<file path="src/rtl/smhc_pkg.sv">
package smhc_pkg;

    // Input mode codes
    localparam logic [2:0] MODE_TICK = 3'd0;
    localparam logic [2:0] MODE_HOME = 3'd1;
    localparam logic [2:0] MODE_UP   = 3'd2;
    localparam logic [2:0] MODE_DOWN = 3'd3;
    localparam logic [2:0] MODE_STOP = 3'd4;

    // Configuration register indexes
    localparam logic CFG_HOME_RATE = 1'b0;
    localparam logic CFG_MOVE_RATE = 1'b1;

    // Rate register reset values
    localparam logic [16:0] HOME_RATE_RST = 17'd1000;
    localparam logic [16:0] MOVE_RATE_RST = 17'd4000;

    // Limit switch sampling: one sample every POLL_DIVIDER ticks, homing ends
    // once the run of active samples exceeds DEBOUNCE_LIMIT
    localparam logic [4:0]  POLL_DIVIDER   = 5'd20;
    localparam logic [3:0]  DEBOUNCE_LIMIT = 4'd10;
    localparam logic [3:0]  DEBOUNCE_MAX   = 4'hF;
    localparam logic [15:0] HOME_STEPS     = 16'hFFFF;

    typedef struct packed {
        logic [2:0]  mode;
        logic [15:0] steps;
        logic        limit_hit;
    } t_in_item;

    typedef struct packed {
        logic        accepted;
        logic        motor_enable;
        logic        direction;
        logic        timer_on;
        logic [16:0] step_rate_hz;
        logic        is_moving;
        logic        is_homing;
        logic        is_homed;
        logic [15:0] steps_remaining;
    } t_out_item;

endpackage

</file>
<file path="src/rtl/smhc_core.sv">
module smhc_core (
    input  logic                 i_clk,
    input  logic                 i_rst_n,
    input  logic                 i_fire,
    input  smhc_pkg::t_in_item   i_item,
    input  logic                 i_cfg_we,
    input  logic                 i_cfg_index,
    input  logic [16:0]          i_cfg_data,
    output smhc_pkg::t_out_item  o_result
);

    // Rate registers
    logic [16:0] r_home_rate;
    logic [16:0] r_move_rate;

    // Controller state
    logic        r_moving;
    logic        r_homing;
    logic        r_homed;
    logic [15:0] r_step_count;
    logic [4:0]  r_poll_count;
    logic [3:0]  r_debounce;
    logic        r_dir;
    logic        r_enable;
    logic        r_clock_on;
    logic        r_rate_home;

    logic        n_moving;
    logic        n_homing;
    logic        n_homed;
    logic [15:0] n_step_count;
    logic [4:0]  n_poll_count;
    logic [3:0]  n_debounce;
    logic        n_dir;
    logic        n_enable;
    logic        n_clock_on;
    logic        n_rate_home;

    logic        accepted;
    logic [4:0]  poll_inc;
    logic [3:0]  debounce_inc;
    logic [15:0] step_dec;

    // Configuration writes
    always_ff @(posedge i_clk) begin
        if (!i_rst_n) begin
            r_home_rate <= smhc_pkg::HOME_RATE_RST;
            r_move_rate <= smhc_pkg::MOVE_RATE_RST;
        end else if (i_cfg_we) begin
            if (i_cfg_index == smhc_pkg::CFG_HOME_RATE) begin
                r_home_rate <= i_cfg_data;
            end else begin
                r_move_rate <= i_cfg_data;
            end
        end
    end

    // Next state for one transaction
    always_comb begin
        n_moving     = r_moving;
        n_homing     = r_homing;
        n_homed      = r_homed;
        n_step_count = r_step_count;
        n_poll_count = r_poll_count;
        n_debounce   = r_debounce;
        n_dir        = r_dir;
        n_enable     = r_enable;
        n_clock_on   = r_clock_on;
        n_rate_home  = r_rate_home;
        accepted     = 1'b0;

        poll_inc     = r_poll_count + 5'd1;
        debounce_inc = (r_debounce != smhc_pkg::DEBOUNCE_MAX) ? r_debounce + 4'd1 : r_debounce;
        step_dec     = (r_step_count != 16'd0) ? r_step_count - 16'd1 : r_step_count;

        case (i_item.mode)
            smhc_pkg::MODE_TICK: begin
                if (r_clock_on) begin
                    accepted = 1'b1;
                    if (r_homing) begin
                        // sample the limit switch every POLL_DIVIDER ticks
                        n_poll_count = poll_inc;
                        if (poll_inc >= smhc_pkg::POLL_DIVIDER) begin
                            n_poll_count = 5'd0;
                            if (i_item.limit_hit) begin
                                n_debounce = debounce_inc;
                                if (debounce_inc > smhc_pkg::DEBOUNCE_LIMIT) begin
                                    n_homing     = 1'b0;
                                    n_moving     = 1'b0;
                                    n_homed      = 1'b1;
                                    n_step_count = 16'd0;
                                    n_clock_on   = 1'b0;
                                    n_enable     = 1'b0;
                                end
                            end else begin
                                n_debounce = 4'd0;
                            end
                        end
                    end else if (r_moving) begin
                        n_step_count = step_dec;
                        if (step_dec == 16'd0) begin
                            n_moving   = 1'b0;
                            n_clock_on = 1'b0;
                            n_enable   = 1'b0;
                        end
                    end
                end
            end
            smhc_pkg::MODE_HOME: begin
                // rejected during an up/down move, restarts during homing
                if (!(r_moving && !r_homing)) begin
                    accepted     = 1'b1;
                    n_homing     = 1'b1;
                    n_homed      = 1'b0;
                    n_moving     = 1'b1;
                    n_debounce   = 4'd0;
                    n_poll_count = 5'd0;
                    n_dir        = 1'b0;
                    n_enable     = 1'b1;
                    n_step_count = smhc_pkg::HOME_STEPS;
                    if (r_home_rate != 17'd0) begin
                        n_clock_on  = 1'b1;
                        n_rate_home = 1'b1;
                    end
                end
            end
            smhc_pkg::MODE_UP, smhc_pkg::MODE_DOWN: begin
                if (!r_moving) begin
                    accepted     = 1'b1;
                    n_dir        = (i_item.mode == smhc_pkg::MODE_UP);
                    n_enable     = 1'b1;
                    n_step_count = i_item.steps;
                    n_moving     = 1'b1;
                    n_homing     = 1'b0;
                    if (r_move_rate != 17'd0) begin
                        n_poll_count = 5'd0;
                        n_clock_on   = 1'b1;
                        n_rate_home  = 1'b0;
                    end
                end
            end
            smhc_pkg::MODE_STOP: begin
                if (r_moving || r_homing) begin
                    accepted     = 1'b1;
                    n_moving     = 1'b0;
                    n_homing     = 1'b0;
                    n_step_count = 16'd0;
                    n_clock_on   = 1'b0;
                    n_enable     = 1'b0;
                end
            end
            default: begin
                accepted = 1'b0;
            end
        endcase
    end

    // Result reflects the state after this transaction
    always_comb begin
        o_result.accepted        = accepted;
        o_result.motor_enable    = n_enable;
        o_result.direction       = n_dir;
        o_result.timer_on        = n_clock_on;
        o_result.step_rate_hz    = n_clock_on ? (n_rate_home ? r_home_rate : r_move_rate)
                                              : 17'd0;
        o_result.is_moving       = n_moving;
        o_result.is_homing       = n_homing;
        o_result.is_homed        = n_homed;
        o_result.steps_remaining = n_step_count;
    end

    // State registers
    always_ff @(posedge i_clk) begin
        if (!i_rst_n) begin
            r_moving     <= 1'b0;
            r_homing     <= 1'b0;
            r_homed      <= 1'b0;
            r_step_count <= 16'd0;
            r_poll_count <= 5'd0;
            r_debounce   <= 4'd0;
            r_dir        <= 1'b0;
            r_enable     <= 1'b0;
            r_clock_on   <= 1'b0;
            r_rate_home  <= 1'b0;
        end else if (i_fire) begin
            r_moving     <= n_moving;
            r_homing     <= n_homing;
            r_homed      <= n_homed;
            r_step_count <= n_step_count;
            r_poll_count <= n_poll_count;
            r_debounce   <= n_debounce;
            r_dir        <= n_dir;
            r_enable     <= n_enable;
            r_clock_on   <= n_clock_on;
            r_rate_home  <= n_rate_home;
        end
    end

endmodule

</file>
<file path="src/rtl/stepper_move_and_home_controller.sv">
// Channel  | Signals                               | Direction
// ---------+---------------------------------------+----------
// input    | i_in_valid, o_in_stall, i_in_item     | in
// result   | o_out_valid, i_out_stall, o_out_item  | out
// config   | i_cfg_we, i_cfg_index, i_cfg_data     | in
//
// One transaction per cycle while the result side does not stall. A command or tick is
// held in the input register, processed against the controller state and then
// registered in the result register, from which its result is offered; it moves on
// once the result register is free or being drained.
// Reset (i_rst_n low, synchronous) clears both pipeline stages and the state
// and loads the rate registers with 1000 and 4000. A stall on the result side
// stops the pipeline; the input register and result register absorb it.
module stepper_move_and_home_controller (
    input  logic                 i_clk,
    input  logic                 i_rst_n,
    input  logic                 i_in_valid,
    output logic                 o_in_stall,
    input  smhc_pkg::t_in_item   i_in_item,
    output logic                 o_out_valid,
    input  logic                 i_out_stall,
    output smhc_pkg::t_out_item  o_out_item,
    input  logic                 i_cfg_we,
    input  logic                 i_cfg_index,
    input  logic [16:0]          i_cfg_data
);

    logic                r_in_valid;
    smhc_pkg::t_in_item  r_in_item;
    logic                r_out_valid;
    smhc_pkg::t_out_item r_out_item;
    smhc_pkg::t_out_item result;
    logic                advance;

    // Pipeline moves when the result register is free or being drained
    assign advance    = r_in_valid && (!r_out_valid || !i_out_stall);
    assign o_in_stall = r_in_valid && !advance;

    // Input register
    always_ff @(posedge i_clk) begin
        if (!i_rst_n) begin
            r_in_valid <= 1'b0;
        end else if (!o_in_stall) begin
            r_in_valid <= i_in_valid;
        end
    end

    always_ff @(posedge i_clk) begin
        if (i_in_valid && !o_in_stall) begin
            r_in_item <= i_in_item;
        end
    end

    smhc_core u_core (
        .i_clk       (i_clk),
        .i_rst_n     (i_rst_n),
        .i_fire      (advance),
        .i_item      (r_in_item),
        .i_cfg_we    (i_cfg_we),
        .i_cfg_index (i_cfg_index),
        .i_cfg_data  (i_cfg_data),
        .o_result    (result)
    );

    // Result register
    always_ff @(posedge i_clk) begin
        if (!i_rst_n) begin
            r_out_valid <= 1'b0;
        end else if (advance) begin
            r_out_valid <= 1'b1;
        end else if (!i_out_stall) begin
            r_out_valid <= 1'b0;
        end
    end

    always_ff @(posedge i_clk) begin
        if (advance) begin
            r_out_item <= result;
        end
    end

    assign o_out_valid = r_out_valid;
    assign o_out_item  = r_out_item;

endmodule

</file>
<file path="config.mk">
export PLATFORM = sky130hd
export DESIGN_NAME = stepper_move_and_home_controller
export DESIGN_NICKNAME = d
export VERILOG_FILES = /design/src/rtl/smhc_pkg.sv /design/src/rtl/smhc_core.sv /design/src/rtl/stepper_move_and_home_controller.sv
export SDC_FILE = /design/constraint.sdc
export NUM_CORES = 1
export LEC_CHECK = 0
export BUFFER_PORTS_ARGS = -buffer_cell sky130_fd_sc_hd__buf_4
export CORE_MARGIN = 5
export CORE_UTILIZATION = 58
export DETAILED_ROUTE_END_ITERATION = 10
export HOLD_SLACK_MARGIN = 0.02
export PLACE_DENSITY = 0.8
export SETUP_SLACK_MARGIN = 0.02
export SYNTH_ARGS = -nofsm -noshare
export SYNTH_HDL_FRONTEND = slang
export SYNTH_SLANG_ARGS = --single-unit
</file>
<file path="constraint.sdc">
create_clock -name i_clk -period 3.9 [get_ports i_clk]
set_input_delay 0.39 -clock i_clk [delete_from_list [all_inputs] [get_ports i_clk]]
set_output_delay 0.39 -clock i_clk [all_outputs]
set_load 0.01 [all_outputs]
</file>
==> results.py <==
metrics = {
    "status": {
        "outcome": "finished clean",
    },
    "routing": {
        "wl_per_cell_um": 19.1,
        "drtIter0Drc": 620,
        "avgViaCountPerCell": 6.19,
        "num_vias": 5812,
        "first_pass_iters": 5,
        "drt-total-wl_um": 17900,
        "drc": 0,
        "ant_nets": 0,
    },
    "sta": {
        "tightest_slew_ps": 1110,
        "finClkSkew_ps": 9.14,
        "finalSetupViolCount": 0,
        "rsz0062_at_grt": "false",
        "finalCritPeriodShare": 0.889,
        "period_minus_slack_ps": 3470,
        "fmax_mhz": 288,
        "fin_tns_setup_ps": 0,
        "finalMaxSlewViolations": 0,
        "slew_headroom": 0.259,
        "hold_viol": 0,
    },
    "clock_tree": {
        "cts.clk_slew.worst_paths_ps": 60,
        "root_buffer": "clkbuf_8",
        "cts-htree-levels": 4,
        "cts_resized": 0,
        "cts.sinks": 128,
        "cts_tree": "done",
        "hold_buffers": 17,
        "clk_path_buf_depth": 2,
        "clk_latency_ps": 530,
        "post_cts_buffers": 0,
        "cts_buffers": 17,
    },
    "final_layout": {
        "layout.nets": 835,
        "syn_to_final_growth_pct": 21.9,
        "stdcell_area_um2": 7900,
        "layout_common_cells": "nand2_1 (108), buf_4 (92), dfxtp_1 (68)",
        "final_common_cell": "nand2_1",
        "n_antenna_cell": 0,
        "drive_above_1_share": 0.179,
    },
    "floorplanning": {
        "fp-row-count": 38,
        "coreArea_um2": 10900,
        "die_x_um": 116,
        "die_h_um": 116,
        "die_area_um2": 13400,
        "pin_count": 85,
        "start_util": 0.595,
    },
    "min_path": {
        "holdCritStartpoint": "i_in_item[8]",
        "holdPathStages": 1,
        "hold_path.class": "in2reg",
        "whs_endpoint": "r_in_item[8]",
    },
    "logic_synthesis": {
        "synth_seq_cells": 128,
        "netlist_instances": 706,
        "synth.avg_cell_area_um2": 9.18,
        "synthesis.area_um2": 6480,
        "synth-main-ff-cell": "dfxtp_1",
        "synth_top_area_share": 0.278,
        "seq_area_frac_synth": 0.488,
        "yosys.area.top_type": "edfxtp_1",
        "syn_nets": 755,
        "synth_area_leaders": "edfxtp_1 (28%), dfxtp_1 (21%), nand2_1 (6.3%)",
        "synth_edf_count": 60,
        "yosys_warnings": 0,
        "yosysUniqueCellTypes": 75,
        "async_reset_ff_frac": 0,
    },
    "setup_path": {
        "cp-start-kind": "flip-flop",
        "r2r-end": "o_out_item[35]",
        "worstSetupPathType": "reg2reg",
        "regToRegSetupSlack_ps": 430,
        "worstRegToRegCells": 9,
        "required_ps": 4160,
        "crit_fanout": 18,
        "rr_startpoint": "u_core.r_step_count[0]",
        "crit_arrival_ps": 3720,
        "cp-end-kind": "flip-flop",
    },
    "run": {
        "cap_violations": 0,
    },
    "pwr": {
        "vdd_drop_max_mv": 0.368,
        "p_leak_nw": 3.15,
        "power_density_nw_per_um2": 456,
    },
    "global_routing": {
        "grt_max_degree": 73,
        "grt_pass1_wl_um": 28700,
        "grt_antenna_before_repair": 0,
        "grt_usage": 0.276,
        "grt_remaining_overflow": 0,
        "grt_pass1_vias": 5688,
    },
    "place": {
        "dpl.hpwl_um": 11700,
        "portBuffers": 84,
        "place_area_um2": 7120,
        "finalWeightedCongestion": 0.915,
    },
}
[layer usage]
layer,global-route usage,vias up,part of all wire
li1,-,2737,-
met1,0.356,2776,0.42
met2,0.449,266,0.48
met3,0.0815,33,0.080
met4,0.0928,0,0.016
met5,0,-,0
[Yosys cell counts (10+ instances only)]
master / number
a21oi_1: 30
o21ai_0: 42
a21boi_0: 30
nor2_1: 65
nor3_1: 15
inv_1: 17
edfxtp_1: 60
nand2b_1: 12
nor4_1: 10
clkbuf_1: 35
nand3_1: 28
dfxtp_1: 68
nand2_1: 108
buf_2: 10
mux2i_1: 22
[critical path: stages, from the launching register on]
cell       delay, ps
dfxtp_1          410
inv_1            120
ha_1             140
nor3b_2          320
and4_1           440
a211oi_1         120
a2111oi_0        630
and4_4           360
a21o_1           520
nor2_1           120
[worst max path at each step]
stage                           start             end  slack, ps  cells past startpoint
4_1_cts        u_core.r_step_count[0]  o_out_item[35]        460                      9
2_1_floorplan  u_core.r_step_count[0]  o_out_item[26]        890                     13
3_3_place_gp   u_core.r_step_count[0]  o_out_item[33]        560                      9
5_1_grt        u_core.r_step_count[0]  o_out_item[28]        240                      9
3_5_place_dp   u_core.r_step_count[0]  o_out_item[21]        510                      9
6_report       u_core.r_step_count[0]  o_out_item[35]        430                      9
[cell type report]
class	instances	area, µm²
Tap cell	140	175
Multi-Input combinational cell	510	3020
Sequential cell	128	3160
Timing Repair Buffer	111	881
Clock buffer	21	503
Fill cell	808	2990
Inverter	18	67.6
Clock inverter	11	88.8
[report_power, final]
| group | internal, mW | switching [mW] | total, mW |
|---|---|---|---|
| clock network | 0.923 | 0.619 | 1.54 |
| logic | 0.211 | 0.301 | 0.512 |
| registers | 1.49 | 0.0652 | 1.55 |
[cells by family after synthesis]
| logic type | synth area share |
|---|---|
| buffers and inverters | 0.0473 |
| flip-flops | 0.488 |
| XOR/XNOR | 0.00405 |
| adder cells (fa/ha/maj) | 0.0116 |
| AND/OR/NAND/NOR | 0.214 |
| multiplexers | 0.0340 |
| AO/OA/AOI/OAI | 0.201 |
[through the flow]
stage	utilization	hold WS, ps	total power [mW]	worst slack, ps	instances
after floorplan	-	443	1.90	886	706
after global placement	0.654	452	2.05	562	888
after detailed placement	0.654	459	2.06	512	888
after CTS	0.724	21.3	3.61	464	937
after global routing	0.726	22.9	3.75	242	939
final	0.726	57.3	3.61	434	939
[state kept, by name, indices dropped and copies added (netlist names), 4 cells and up]
name and flops:
u_core.r_step_count 16, u_core.r_home_rate 17, u_core.r_debounce 4, u_core.r_poll_count 5, r_in_item 20, o_out_item 40
u_core.r_move_rate 17
No activity file was read; power rests on OpenSTA's default activity.
